File: src/hw/rtl/gaussian_rbf_kernel_entry_top_macros.svh
// assertion macros for the kernel entry block
`ifndef GAUSSIAN_RBF_KERNEL_ENTRY_TOP_MACROS_SVH
`define GAUSSIAN_RBF_KERNEL_ENTRY_TOP_MACROS_SVH
// implication checked on every clock edge outside reset
`define GRK_ASSERT_IMP(label, clk, rstn, pre, post) \
    label: assert property (@(posedge clk) disable iff (!rstn) (pre) |-> (post)) \
        else $error("assertion failed");
// implication whose consequent is checked in the next cycle
`define GRK_ASSERT_NEXT(label, clk, rstn, pre, post) \
    label: assert property (@(posedge clk) disable iff (!rstn) (pre) |=> (post)) \
        else $error("assertion failed");
`endif

File: src/hw/rtl/grk_pkg.sv
// shared types and constants for the kernel entry block
package grk_pkg;
    localparam int MaxRows = 4096;
    localparam int RowW = 13;
    localparam int SumW = 48;
    localparam logic [SumW-1:0] SumMax = {SumW{1'b1}};
    localparam int QDepth = 2;

    // register indexes
    localparam logic [1:0] REG_GAMMA = 2'd0;
    localparam logic [1:0] REG_DIAG_START = 2'd1;
    localparam logic [1:0] REG_DIAG_FINAL = 2'd2;
    localparam logic [1:0] REG_SINGLE_ROW = 2'd3;

    // finished sum handed from front to back
    typedef struct packed {
        logic [SumW-1:0] sum;
        logic            sat;
        logic [11:0]     row;
        logic [11:0]     col;
        logic            diag;
    } entry_t;

    // back end sequencer states
    typedef enum logic [2:0] {
        ST_IDLE, ST_SCALE, ST_SERIES, ST_SQUARE, ST_ROUND, ST_OUT
    } be_state_t;
endpackage

File: src/hw/rtl/grk_queue.sv
// short fifo between front and back ends
module grk_queue (
    input  logic            aclk,
    input  logic            aresetn,
    input  logic            wr_valid,
    output logic            wr_ready,
    input  grk_pkg::entry_t wr_data,
    output logic            rd_valid,
    input  logic            rd_ready,
    output grk_pkg::entry_t rd_data
);
    grk_pkg::entry_t mem_reg [grk_pkg::QDepth];
    logic wp_reg, rp_reg;
    logic [1:0] cnt_reg;
    logic wr, rd;

    assign wr_ready = cnt_reg != 2'(grk_pkg::QDepth);
    assign rd_valid = cnt_reg != 2'd0;
    assign wr = wr_valid && wr_ready;
    assign rd = rd_valid && rd_ready;
    assign rd_data = mem_reg[rp_reg];

    // storage
    always_ff @(posedge aclk) begin
        if (wr) mem_reg[wp_reg] <= wr_data;
    end

    // pointers and fill count
    always_ff @(posedge aclk) begin
        if (!aresetn) begin
            wp_reg <= 1'b0;
            rp_reg <= 1'b0;
            cnt_reg <= 2'd0;
        end else begin
            if (wr) wp_reg <= ~wp_reg;
            if (rd) rp_reg <= ~rp_reg;
            cnt_reg <= cnt_reg + 2'(wr) - 2'(rd);
        end
    end
endmodule

File: config.mk
export PLATFORM = sky130hd
export DESIGN_NAME = grk_queue
export DESIGN_NICKNAME = d
export VERILOG_FILES = /design/src/hw/rtl/gaussian_rbf_kernel_entry_top_macros.svh /design/src/hw/rtl/grk_pkg.sv /design/src/hw/rtl/grk_queue.sv
export SDC_FILE = /design/constraint.sdc
export NUM_CORES = 1
export LEC_CHECK = 0
export ABC_AREA = 1
export CAP_MARGIN = 10
export CORE_ASPECT_RATIO = 2
export CORE_MARGIN = 1.5
export CORE_UTILIZATION = 50
export DETAILED_ROUTE_END_ITERATION = 6
export DONT_BUFFER_PORTS = 1
export PLACE_DENSITY = 0.61
export SKIP_CTS_REPAIR_TIMING = 1
export SYNTH_ARGS = -nofsm -noshare
export SYNTH_HDL_FRONTEND = slang
export SYNTH_SLANG_ARGS = --single-unit
File: constraint.sdc
create_clock -name aclk -period 5.1 [get_ports aclk]
set_input_delay 0.51 -clock aclk [delete_from_list [all_inputs] [get_ports aclk]]
set_output_delay 0.51 -clock aclk [all_outputs]
set_load 0.02 [all_outputs]
======== Word level (Yosys, flattened, before mapping) ========
Memories as Yosys holds them, arrays and structs flattened. A register that Yosys moved wholly into a read port is not among the register bits.
Cells that the tools add are included.
cells by class
  add/sub/neg operators ................... 2
  equal/unequal tests ..................... 1
  muxes and demuxes ....................... 4
  bitwise gates (word level) .............. 2
  reductions and logical operators ........ 3
operator list
  operator                                     number
  1-bit 2-to-1 mux                             4
  2-bit by 1-bit adder with 2-bit output       1
  1-bit logical AND                            2
  2-bit != test, second input constant         1
  1-bit inverter                               2
  2-bit nonzero test                           1
  2-bit by 1-bit subtractor with 2-bit output  1
storage, ports and cells
  flip-flop bits (word level) ............. 4
  bits in writable memories ............... 148
  bits of input ports ..................... 78
  logic and storage cells ................. 16
  memories ................................ 1
memory list
  memory   words  width  rd ports  clocked after memory_dff  wr ports  RTL line         text
  mem_reg  2      74     1         1                         1         grk_queue.sv:12  grk_pkg::entry_t mem_reg [grk_pkg::QDepth];

======== Depth between registers and ports, before layout ========
  word-level depth ........................ 4
  depth in mapped cells ................... 11
  depth with buffers taken out ............ 11

======== Worst setup path before layout ========
Ideal clock, no wire load.
  path type ............................... reg2reg
  start ................................... register cnt_reg[0]
  end ..................................... memory mem_reg[0][0] (netlist name) (enable)
  library setup time ...................... 0.507 ns
  data arrival time ....................... 3.797 ns
  required time ........................... 4.593 ns
  slack ................................... 0.796 ns
  cell stages (with the launch flop) ...... 5
  clock period less this slack ............ 4.304 ns
  path through ............................ dfxtp_1 > inv_1 > nand2_1 > nand2_1 > nor2_1
on the way
  longest elaborated chain between the ends .. 4
ends and longest elaborated chain
  what                                    RTL line         text
  start, declared                         grk_queue.sv:14  logic [1:0] cnt_reg;
  start signal, assigned                  grk_queue.sv:37  cnt_reg <= cnt_reg + 2'(wr) - 2'(rd);
  2-bit != test                           grk_queue.sv:17  assign wr_ready = cnt_reg != 2'(grk_pkg::QDepth);
  named net wr_ready                      grk_queue.sv:6   output logic wr_ready,
  1-bit logical AND                       grk_queue.sv:19  assign wr = wr_valid && wr_ready;
  1-bit 2-to-1 mux                        grk_queue.sv:25  if (wr) mem_reg[wp_reg] <= wr_data;
  1-bit 2-to-1 mux (implied by the code)  grk_queue.sv:25
  end, declared                           grk_queue.sv:12
The timed path passes the listed nets, and every way through them passes these cells.

==> impl_summary.log <==
INFO  metric power.combinational.fraction = 20.8%
INFO  metric met3_usage = 8.01%
INFO  metric cts_root_cell = sky130_fd_sc_hd__clkbuf_16
INFO  metric synth_top_family_by_area = multiplexers
INFO  metric final.setup_skew = 0.00671 ns
INFO  metric fp.dieH = 156 um
INFO  metric largest_net_degree_at_the_start_of_global_routing = 48
INFO  metric finalInstanceArea = 6580 um^2
INFO  metric pre_cts_ws = 2.54 ns
INFO  metric timing.critical_path.arrival = 2.35 ns
INFO  metric post_drt_wl_per_cell = 20.8 um
INFO  metric synth_seq_cells = 153
INFO  metric reg_power_share = 44.9%
INFO  metric rsz0062_at_grt = false
INFO  metric layout.cells.most_common_list = 148 x sky130_fd_sc_hd__edfxtp_1, 60 x sky130_fd_sc_hd__mux2_4, 17 x sky130_fd_sc_hd__clkbuf_16
INFO  metric flow.area_growth_from_synthesis = 12.9%
INFO  metric fin_nets = 360
INFO  metric leakagePower = 2.33 nW
INFO  metric syn_area = 5830 um^2
INFO  metric yosys.area_share.adder = 0.429%
INFO  metric worst_setup_path_end_kind = primary output
INFO  metric min-delay-path-class = input port to flip-flop
INFO  metric crit_family = flip-flops
INFO  metric synth-seq-area-share = 78.0%
INFO  metric finalWorstPathRequiredPeriod = 2.86 ns
INFO  metric post-route-drc-count = 0
INFO  metric cp-endpoint = rd_data[73]
INFO  metric synth_compound_gate_area_share = 0.172%
INFO  metric worst-path-stages = 2
INFO  metric syn_nets = 346
INFO  metric timing.critical_path.fanout_max = 47
INFO  metric power.share.clock = 34.3%
INFO  metric synthSimpleGateAreaFrac = 1.35%
INFO  metric worst-slew-pin-transition = 0.804 ns
INFO  metric yosys-top-cells-area = sky130_fd_sc_hd__edfxtp_1 76%, sky130_fd_sc_hd__mux2_4 15%, sky130_fd_sc_hd__mux2_2 2.7%
INFO  metric worst_r2r_endpoint = mem_reg[0][17]$_DFFE_PP_
INFO  metric timing.rr.start = cnt_reg[0]$_SDFF_PN0_
INFO  metric ff2ff_path_depth = 5
INFO  metric finalMaxSlewViolations = 0
INFO  metric cts-buffers-inserted = 17
INFO  metric power_report.internal_total = 0.00272 W
INFO  metric gr-usage-met2 = 27.7%
INFO  metric fin_setup_tns = 0 ns
INFO  metric core_area = 11,400 um^2
INFO  metric drt-total-wl = 9040 um
INFO  metric buffering_stage_count_on_the_worst_path_with_inverters_included = 1
INFO  metric synth_area_leader_cell = sky130_fd_sc_hd__edfxtp_1
INFO  metric critPathMaxStageDelay = 0.87 ns
INFO  metric number_of_top_level_pins = 154
INFO  metric whs_path_depth = 0
INFO  metric drt.antenna.violating_nets = 0
INFO  metric detail_route.first_pass.iterations = 4
INFO  metric cts.sinks = 153
INFO  metric min-delay-start = wr_data[70]
INFO  metric die_x = 79.3 um
INFO  metric cts_tree = yes
INFO  metric clock_tree.htree_level_count = 4
INFO  metric gr-usage-met1 = 13.6%
INFO  metric vias = 2,331
INFO  metric worstSkewPairLatency = 0.41 ns
INFO  metric mostFrequentLayoutCell = sky130_fd_sc_hd__edfxtp_1
INFO  metric drv.max_cap_violation_count = 0
INFO  metric drt-vias-per-instance = 5.36
INFO  metric critPathKind = flip-flop to primary output
INFO  metric synth_xor_xnor_area_share = 0%
INFO  metric finalSetupViolCount = 0
INFO  metric timing.final.hold_violations = 0
INFO  metric post_route_cells_drive_above_1_share = 37.9%
INFO  metric antenna_cells_inserted = 0
INFO  metric layout.core_utilization = 58.0%
INFO  metric register_to_register_path_setup_slack = 2.58 ns
INFO  metric max-clock-path-buffers = 2
INFO  metric grt_overflow_total = 0
INFO  metric fmaxAchievable = 349 MHz
INFO  metric yosysWarnings = 0
INFO  metric setup.worst_path.start_class = flip-flop
INFO  metric synth.mux.area_fraction = 18.2%
INFO  metric hpwlAfterDp = 6020 um
INFO  metric place_congestion = 0.743
INFO  metric powerDensity = 573 nW/um^2
INFO  metric power.switching_fraction = 27.8%
INFO  metric net-switching-power = 0.00105 W
INFO  metric port_buffers = 0
INFO  metric grt_util_all_layers = 15.6%
INFO  metric slowest_stage = sky130_fd_sc_hd__dfxtp_4
INFO  metric synth_cell_type_count = 12
INFO  metric start_util = 51.3%
INFO  metric grt_busiest_layer = met2
INFO  metric cell_chain_critical_path = buf_4 > mux2_2
INFO  metric finalWorstSetupSlack = 2.24 ns
INFO  metric cts.reportedPaths.clkPinSlew = 0.06 ns
INFO  metric grt_pass1_wl = 13,500 um
INFO  metric synth_top_area_share = 76.3%
INFO  metric worst_ir_drop_vdd = 0.310 mV
INFO  metric largest_reg_flops = 148
INFO  metric first_iter_violations = 122
INFO  metric antenna_found_initial = 0
INFO  metric synthesis.instances = 266
INFO  metric floorplan.die_area = 12,300 um^2
INFO  metric cp.required = 4.59 ns
INFO  metric status = finished clean
INFO  metric slew-limit-headroom = 46.4%
INFO  metric syn_avg_cell_area = 21.9 um^2
INFO  metric fillers = 834
INFO  metric post_dp_cell_area = 5960 um^2
INFO  metric num_rows = 55
INFO  metric via_count_of_the_first_global_routing_pass = 2,496
INFO  metric finalCritPeriodShare = 56.1%
kinds of logic (layout without fill, tap and decap cells):
group,Yosys count,in the layout
muxes,74,74
AOI/OAI and AO/OA,2,2
DFF,153,153
and+or+nand+nor,20,20
adders and majority gates,2,2
buffers and inverters,15,42
power by group through the flow:
stage / combinational (W) / sequential [W] / clock [W]
floorplan: 0.000764 / 0.00167 / 0
global placement: 0.000796 / 0.00171 / 0
detailed placement: 0.000801 / 0.00172 / 0
CTS: 0.000803 / 0.00170 / 0.00133
global route: 0.000834 / 0.00171 / 0.00137
finish: 0.000784 / 0.00169 / 0.00129
worst min-delay path by stage:
stage	endpoint	slack (ns)
4_1_cts	mem_reg[0][70]$_DFFE_PP_	0.17
3_5_place_dp	rp_reg$_SDFFE_PN0P_	0.50
3_3_place_gp	flip-flop	0.49
5_1_grt	mem_reg[1][44]$_DFFE_PP_	0.16
6_report	mem_reg[0][70]$_DFFE_PP_	0.19
2_1_floorplan	flip-flop	0.47
synth_stat cells:
cell,n
sky130_fd_sc_hd__edfxtp_1,148
sky130_fd_sc_hd__mux2_4,60
sky130_fd_sc_hd__mux2_2,14
sky130_fd_sc_hd__nand2_1,9
sky130_fd_sc_hd__nor2_1,8
sky130_fd_sc_hd__buf_6,7
sky130_fd_sc_hd__inv_1,7
sky130_fd_sc_hd__dfxtp_1,5
sky130_fd_sc_hd__nand3_1,3
sky130_fd_sc_hd__a21oi_1,2
sky130_fd_sc_hd__ha_1,2
sky130_fd_sc_hd__buf_2,1
routing by layer:
metal / part of all wire, % / vias up
met5: 0 / -
met4: 2.7 / 0
met3: 9.2 / 18
met2: 58 / 105
met1: 30 / 1150
li1: - / 1058
per-stage QoR:
| step | total power, W | hold slack (ns) | cells |
|---|---|---|---|
| CTS | 0.00383 | 0.166 | 435 |
| global placement | 0.00251 | 0.488 | 403 |
| detailed placement | 0.00252 | 0.503 | 403 |
| floorplan | 0.00243 | 0.467 | 266 |
| finish | 0.00377 | 0.191 | 435 |
| global route | 0.00392 | 0.163 | 435 |
layout make-up:
class / instances / area, um^2 / share of cell area (%)
Clock buffer: 17 / 425 / 6.47
Timing Repair Buffer: 3 / 22.5 / 0.342
Sequential cell: 153 / 4550 / 69.1
Multi-Input combinational cell: 98 / 1180 / 17.9
Inverter: 7 / 27.5 / 0.418
Tap cell: 142 / 178 / 2.70
Clock inverter: 15 / 199 / 3.02
No activity file was read; power rests on OpenSTA's default activity.
