## src/hw/rtl/gaussian_rbf_kernel_entry_top_macros.svh

```systemverilog
// assertion macros for the kernel entry block
`ifndef GAUSSIAN_RBF_KERNEL_ENTRY_TOP_MACROS_SVH
`define GAUSSIAN_RBF_KERNEL_ENTRY_TOP_MACROS_SVH
// implication checked on every clock edge outside reset
`define GRK_ASSERT_IMP(label, clk, rstn, pre, post) \
    label: assert property (@(posedge clk) disable iff (!rstn) (pre) |-> (post)) \
        else $error("assertion failed");
// implication whose consequent is checked in the next cycle
`define GRK_ASSERT_NEXT(label, clk, rstn, pre, post) \
    label: assert property (@(posedge clk) disable iff (!rstn) (pre) |=> (post)) \
        else $error("assertion failed");
`endif

```

## src/hw/rtl/grk_pkg.sv

```systemverilog
// shared types and constants for the kernel entry block
package grk_pkg;
    localparam int MaxRows = 4096;
    localparam int RowW = 13;
    localparam int SumW = 48;
    localparam logic [SumW-1:0] SumMax = {SumW{1'b1}};
    localparam int QDepth = 2;

    // register indexes
    localparam logic [1:0] REG_GAMMA = 2'd0;
    localparam logic [1:0] REG_DIAG_START = 2'd1;
    localparam logic [1:0] REG_DIAG_FINAL = 2'd2;
    localparam logic [1:0] REG_SINGLE_ROW = 2'd3;

    // finished sum handed from front to back
    typedef struct packed {
        logic [SumW-1:0] sum;
        logic            sat;
        logic [11:0]     row;
        logic [11:0]     col;
        logic            diag;
    } entry_t;

    // back end sequencer states
    typedef enum logic [2:0] {
        ST_IDLE, ST_SCALE, ST_SERIES, ST_SQUARE, ST_ROUND, ST_OUT
    } be_state_t;
endpackage

```

## src/hw/rtl/grk_front.sv

```systemverilog
// front end: accumulates squared differences and classifies the diagonal
module grk_front (
    input  logic              aclk,
    input  logic              aresetn,
    input  logic              in_valid,
    output logic              in_ready,
    input  logic [15:0]       x_value,
    input  logic [15:0]       y_value,
    input  logic [11:0]       row_index,
    input  logic [11:0]       col_index,
    input  logic              last_feature,
    input  logic [12:0]       diag_start,
    input  logic [12:0]       diag_final,
    input  logic              single_row,
    output logic              q_valid,
    input  logic              q_ready,
    output grk_pkg::entry_t   q_entry
);
    logic [grk_pkg::SumW-1:0] sum_reg, sum_next;
    logic sat_reg, sat_next;
    logic [16:0] diff;
    logic [16:0] mag;
    logic [33:0] sq;
    logic [grk_pkg::SumW:0] add;
    logic [12:0] lo, hi;
    logic [12:0] row_w;
    logic [12:0] rel;
    logic on_diag;
    logic acc;

    // a last feature needs room in the queue
    assign in_ready = q_ready;
    assign acc = in_valid && in_ready;

    // squared difference and saturating add
    assign diff = {x_value[15], x_value} - {y_value[15], y_value};
    assign mag = diff[16] ? (~diff + 17'd1) : diff;
    assign sq = mag * mag;
    assign add = {1'b0, sum_reg} + {15'd0, sq};
    always_comb begin
        sum_next = sum_reg;
        sat_next = sat_reg;
        if (acc) begin
            if (add[grk_pkg::SumW]) begin
                sum_next = grk_pkg::SumMax;
                sat_next = 1'b1;
            end else begin
                sum_next = add[grk_pkg::SumW-1:0];
            end
            if (last_feature) begin
                sum_next = '0;
                sat_next = 1'b0;
            end
        end
    end

    // forced diagonal test
    assign lo = (diag_start > 13'(grk_pkg::MaxRows)) ? 13'(grk_pkg::MaxRows) : diag_start;
    assign hi = (diag_final > 13'(grk_pkg::MaxRows)) ? 13'(grk_pkg::MaxRows) : diag_final;
    assign row_w = {1'b0, row_index};
    assign rel = row_w - lo;
    always_comb begin
        on_diag = 1'b0;
        if (row_w >= lo && row_w < hi) begin
            if (single_row) on_diag = (col_index == 12'd0);
            else on_diag = ({1'b0, col_index} == rel);
        end
    end

    always_ff @(posedge aclk) begin
        if (!aresetn) begin
            sum_reg <= '0;
            sat_reg <= 1'b0;
        end else begin
            sum_reg <= sum_next;
            sat_reg <= sat_next;
        end
    end

    // entry handed to the queue
    assign q_valid = acc && last_feature;
    always_comb begin
        q_entry.sum = add[grk_pkg::SumW] ? grk_pkg::SumMax : add[grk_pkg::SumW-1:0];
        q_entry.sat = add[grk_pkg::SumW] | sat_reg;
        q_entry.row = row_index;
        q_entry.col = col_index;
        q_entry.diag = on_diag;
    end
endmodule

```

## config.mk

```make
export PLATFORM = sky130hd
export DESIGN_NAME = grk_front
export DESIGN_NICKNAME = d
export VERILOG_FILES = /design/src/hw/rtl/gaussian_rbf_kernel_entry_top_macros.svh /design/src/hw/rtl/grk_pkg.sv /design/src/hw/rtl/grk_front.sv
export SDC_FILE = /design/constraint.sdc
export NUM_CORES = 1
export LEC_CHECK = 0
export BUFFER_PORTS_ARGS = -buffer_cell sky130_fd_sc_hd__buf_2
export CAP_MARGIN = 20
export CORE_UTILIZATION = 50
export DETAILED_ROUTE_END_ITERATION = 6
export PLACE_DENSITY = 0.7
export SLEW_MARGIN = 20
export SYNTH_ARGS = -nofsm -noshare
export SYNTH_HDL_FRONTEND = slang
export SYNTH_SLANG_ARGS = --single-unit
```

## constraint.sdc

```tcl
create_clock -name aclk -period 19.2 [get_ports aclk]
set_clock_uncertainty 0.2 [all_clocks]
set_input_delay 1.92 -clock aclk [delete_from_list [all_inputs] [get_ports aclk]]
set_output_delay 1.92 -clock aclk [all_outputs]
set_load 0.1 [all_outputs]
```

Yosys cells after proc, flatten, opt, wreduce, memory -nomap -nowiden
Cells that the tools add are included.
W data, S select, Z words.
{ "classes": {"n_addsub": 4, "n_eq_ne": 1, "n_lt_le_gt_ge": 4, "reduce_logical": 6, "mux": 9, "bitwise_logic": 2, "mul": 1} }
{ "op_table": {"columns": ["cell", "n"], "rows": [
  ["$mux W48", 2],
  ["$add A48 B34 Y49", 1],
  ["$mul A17 B17 Y34", 1],
  ["$gt A13 B13 Y1 const B", 2],
  ["$mux W13", 2],
  ["$add A17 B1 Y17 const B", 1],
  ["$mux W17", 1],
  ["$not A17 Y17", 1],
  ["$sub A16 B16 Y17", 1],
  ["$eq A12 B13 Y1", 1],
  ["$ge A12 B13 Y1", 1],
  ["$lt A12 B13 Y1", 1],
  ["$sub A12 B13 Y13", 1],
  ["$logic_not A12 Y1", 1],
  ["$mux W1", 4],
  ["$logic_and A1 B1 Y1", 3],
  ["$reduce_and A2 Y1", 1],
  ["$reduce_bool A2 Y1", 1],
  ["$or A1 B1 Y1", 1]
]} }
{ "totals": {"inputBits": 88, "reg_bits": 49, "output_inout_bits": 76, "wordCells": 29} }

Logic depth before layout (Yosys ltp)
{ "logic_depth": {"ltp_word": 8, "depth_mapped": 42, "mapped_depth_nobuf": 39} }

Worst setup path before layout
OpenSTA, ideal clock, no wires.
{ "synth_timing": {"kind": "input-to-output", "startpoint": "input port x_value[0]", "endpoint": "output port q_entry[73] in the netlist's numbering", "required_ns": 17.080, "arrival_time_ns": 13.115, "path_stages": 36, "n_path_buf": 3, "slack_ns": 3.965, "cell_sequence": "inv_1 ha_1 fa_1 nor2b_1 o2111ai_2 a31o_2 a21o_1 xnor2_1 or3_4 nor4b_2 nor2_1 xnor2_1 clkbuf_1 nor2_1 ha_1 buf_1 nor4_1 a311o_1 or3_1 fa_1 fa_1 fa_1 fa_1 inv_1 fa_1 inv_1 ha_1 clkbuf_1 nand4_1 o22ai_1 a211o_1 a221o_1 a41oi_1 nor2_1 and3_1 o21ai_0"} }
{ "synth_rtl": {"columns": ["item", "line", "rtl"], "rows": [
  ["start, declared", "grk_front.sv:7", "input logic [15:0] x_value,"],
  ["end, declared", "grk_front.sv:17", "output grk_pkg::entry_t q_entry"]
]} }

==> run_results.csv <==
group,metric,value,unit
run_status,outcome,"finished, final reports clean",
synthesis,synth_seq_area_share,0.0690,
synthesis,yosysWarnings,0,
detailed_routing,wl,35.4,mm
clock_tree,clk_pin_slew,70,ps
timing,slew_violations,0,
worst_setup_path,setup.worst_path.class,"input port to output pin",
layout,antennaDiodeCount,0,
worst_setup_path,cp_top_family,"adder cells",
global_routing,grt_pass1_wl,59.7,mm
floorplan,die_area,29100,um^2
detailed_routing,first_pass_iters,6,
clock_tree,hold_buffers,0,
floorplan,core_area,27900,um^2
global_routing,grt-ovfl-total,0,
worst_setup_path,cp_max_fo,47,
synthesis,synth_ff_type,"dfxtp_1",
clock_tree,cts_tree,"done",
placed_design,placed_cell_area,15200,um^2
detailed_routing,drc,0,
synthesis,ys_seq_elements,49,
timing,fin_crit_sh,0.793,
floorplan,fp.dieW,171,um
timing,slew_headroom,0.329,
global_routing,grt_max_degree,48,
floorplan,io_pins,164,
worst_setup_path,cpPeakStageDelay,860,ps
worst_setup_path,cp_slowest_cell,"nand3_2",
synthesis,synth-async-reset-ratio,0,
detailed_routing,drtAntennaViolNets,0,
floorplan,start_util,0.510,
placed_design,dp_hpwl,30.0,mm
min_path,min_path_type,"flip-flop to flip-flop",
worst_setup_path,crit_path_start_kind,"input port",
timing,tightestPinTransition,1010,ps
clock_tree,post_cts_buffers,0,
layout,synthToLayoutAreaGrowth,8.13,%
worst_setup_path,crit_buf_inv,8,
global_routing,antenna_found_initial,0,
layout,nets,2293,
synthesis,synth_area,14200,um^2
clock_tree,clockBufferDepth,2,
global_routing,grt_pass1_vias,11800,
timing,rsz0062_at_grt,"false",
worst_setup_path,cp-end-kind,"output pin",
timing,setup_tns,0,ps
timing,setup_violations,0,
layout,drive_gt1_frac,0.119,
synthesis,ys_types,81,
floorplan,rows,61,
timing,hold_viol_final,0,
placed_design,port_buffers,163,
worst_setup_path,required,17080,ps
layout,fin_area,15400,um^2
worst_setup_path,cpMostUsedCell,"fa_1",
synthesis,syn-instance-count,1717,
floorplan,fp.dieH,171,um
clock_tree,ctsRootBufferMaster,"clkbuf_16",
placed_design,gp_congestion,0.922,
detailed_routing,viasPerCell,5.29,
timing,period_minus_slack,15220,ps
synthesis,avgSynthCellArea,8.28,um^2
clock_tree,clock_latency,310,ps
layout,largest_register_ffs,48,
run,maxCapViolations,0,
clock_tree,cts_buffers,5,
clock_tree,h-tree-depth,2,
clock_tree,cts_resized,0,
clock_tree,cts_sinks,49,
timing,fmax,65.7,MHz
global_routing,gr-usage-all-layers,0.260,
detailed_routing,drtIter0Drc,567,
detailed_routing,dr_total_vias,11700,
detailed_routing,drt-wirelength-per-cell,16.1,um
worst_setup_path,crit_arrival,13100,ps
synthesis,synth_edf_count,0,
-- final cells by class --
class | count | area (um^2)
clock buffer | 6 | 129
fill | 2599 | 12500
clock inverter | 2 | 13.8
inverter | 395 | 1480
tap | 378 | 473
sequential | 49 | 981
multi-input combinational | 1203 | 11400
timing repair buffer | 173 | 911
-- kinds of logic (layout without fill, tap and decap cells) --
kind of cell	count (synthesis)	after routing	share of synthesized area
adder cells (fa/ha/maj)	378	378	0.451
AND/OR/NAND/NOR	428	428	0.142
other	2	11	0.000528
multiplexers	7	7	0.00572
XOR/XNOR	91	91	0.0566
flip-flops	49	49	0.0690
AO/OA/AOI/OAI	288	288	0.141
buffers and inverters	474	576	0.135
-- per-stage QoR --
| stage | util | worst slack, ps | cells | hold slack (ps) |
|---|---|---|---|---|
| after CTS | 0.551 | 4060 | 2205 | 269 |
| after floorplan | - | 3960 | 1726 | 234 |
| after global placement | 0.545 | 3890 | 2197 | 252 |
| after detailed placement | 0.546 | 4130 | 2197 | 249 |
| final | 0.552 | 3980 | 2206 | 281 |
| after global routing | 0.552 | 3290 | 2206 | 298 |
-- Yosys cell counts, types with 3 or more instances --
cell / n / area (um^2)
a211oi_1: 9 / 67.6
or3_1: 5 / 31.3
nand3_1: 24 / 120
nor3_1: 9 / 45.0
o21a_1: 8 / 60.1
o21bai_1: 8 / 60.1
nor2b_1: 11 / 68.8
a31o_2: 4 / 35.0
buf_2: 11 / 55.1
inv_2: 5 / 18.8
a22o_1: 36 / 315
or2_2: 6 / 37.5
nand2b_1: 34 / 213
xor2_1: 40 / 350
o2111ai_1: 3 / 26.3
and3_1: 8 / 50.1
o21ai_0: 56 / 280
nand2_1: 161 / 604
and2_1: 12 / 75.1
xnor2_1: 50 / 438
o22ai_1: 5 / 31.3
clkbuf_1: 36 / 135
a21o_1: 42 / 315
nand4_1: 13 / 81.3
buf_4: 28 / 210
o31ai_1: 7 / 52.6
mux2i_1: 4 / 40.0
nor2_1: 109 / 409
inv_1: 388 / 1460
a21oi_1: 58 / 290
ha_1: 154 / 1930
nor4_1: 17 / 106
a21boi_0: 5 / 37.5
o311ai_0: 4 / 35.0
nor3b_1: 3 / 22.5
dfxtp_1: 49 / 981
fa_1: 224 / 4480
o211ai_1: 4 / 30.0
o2bb2ai_1: 3 / 26.3
a31oi_1: 7 / 43.8
o21ai_1: 5 / 25.0
-- per-layer routing --
| metal | routed length [um] | up-vias | GRT usage | share of wire |
|---|---|---|---|---|
| met5 | 0 | - | 0 | 0 |
| met4 | 875 | 0 | 0.0776 | 0.025 |
| met3 | 2230 | 65 | 0.0308 | 0.063 |
| met2 | 16500 | 424 | 0.438 | 0.47 |
| met1 | 15800 | 5545 | 0.350 | 0.45 |
| li1 | - | 5637 | - | - |
-- cells in the final DEF, fill, tap and decap left out, drive strengths merged, types with 11 or more instances in the layout --
master and n:
nor2b 11, fa 224, dfxtp 49, nand4 13, o21ai 61, conb 11
nand2b 35, a21o 42, a22o 36, nand3 24, xor2 40, buf 173
nand2 161, xnor2 51, nor4 17, nor2 110, inv 394, a21oi 58
and2 12, a211oi 11, ha 154
-- worst paths after layout --
path,end,slack (ps),cells after the start,start
worst max-delay path,q_entry[32],3980,33,x_value[0]
worst min-delay path,sum_reg[21],280,1,sum_reg[21]
worst max register to register,sum_reg[6],12120,20,sum_reg[9]
worst min register to register,sum_reg[21],280,1,sum_reg[21]
Power is not shown: default switching activity piles up to over one toggle a cycle in this logic, so the estimate is an artifact.
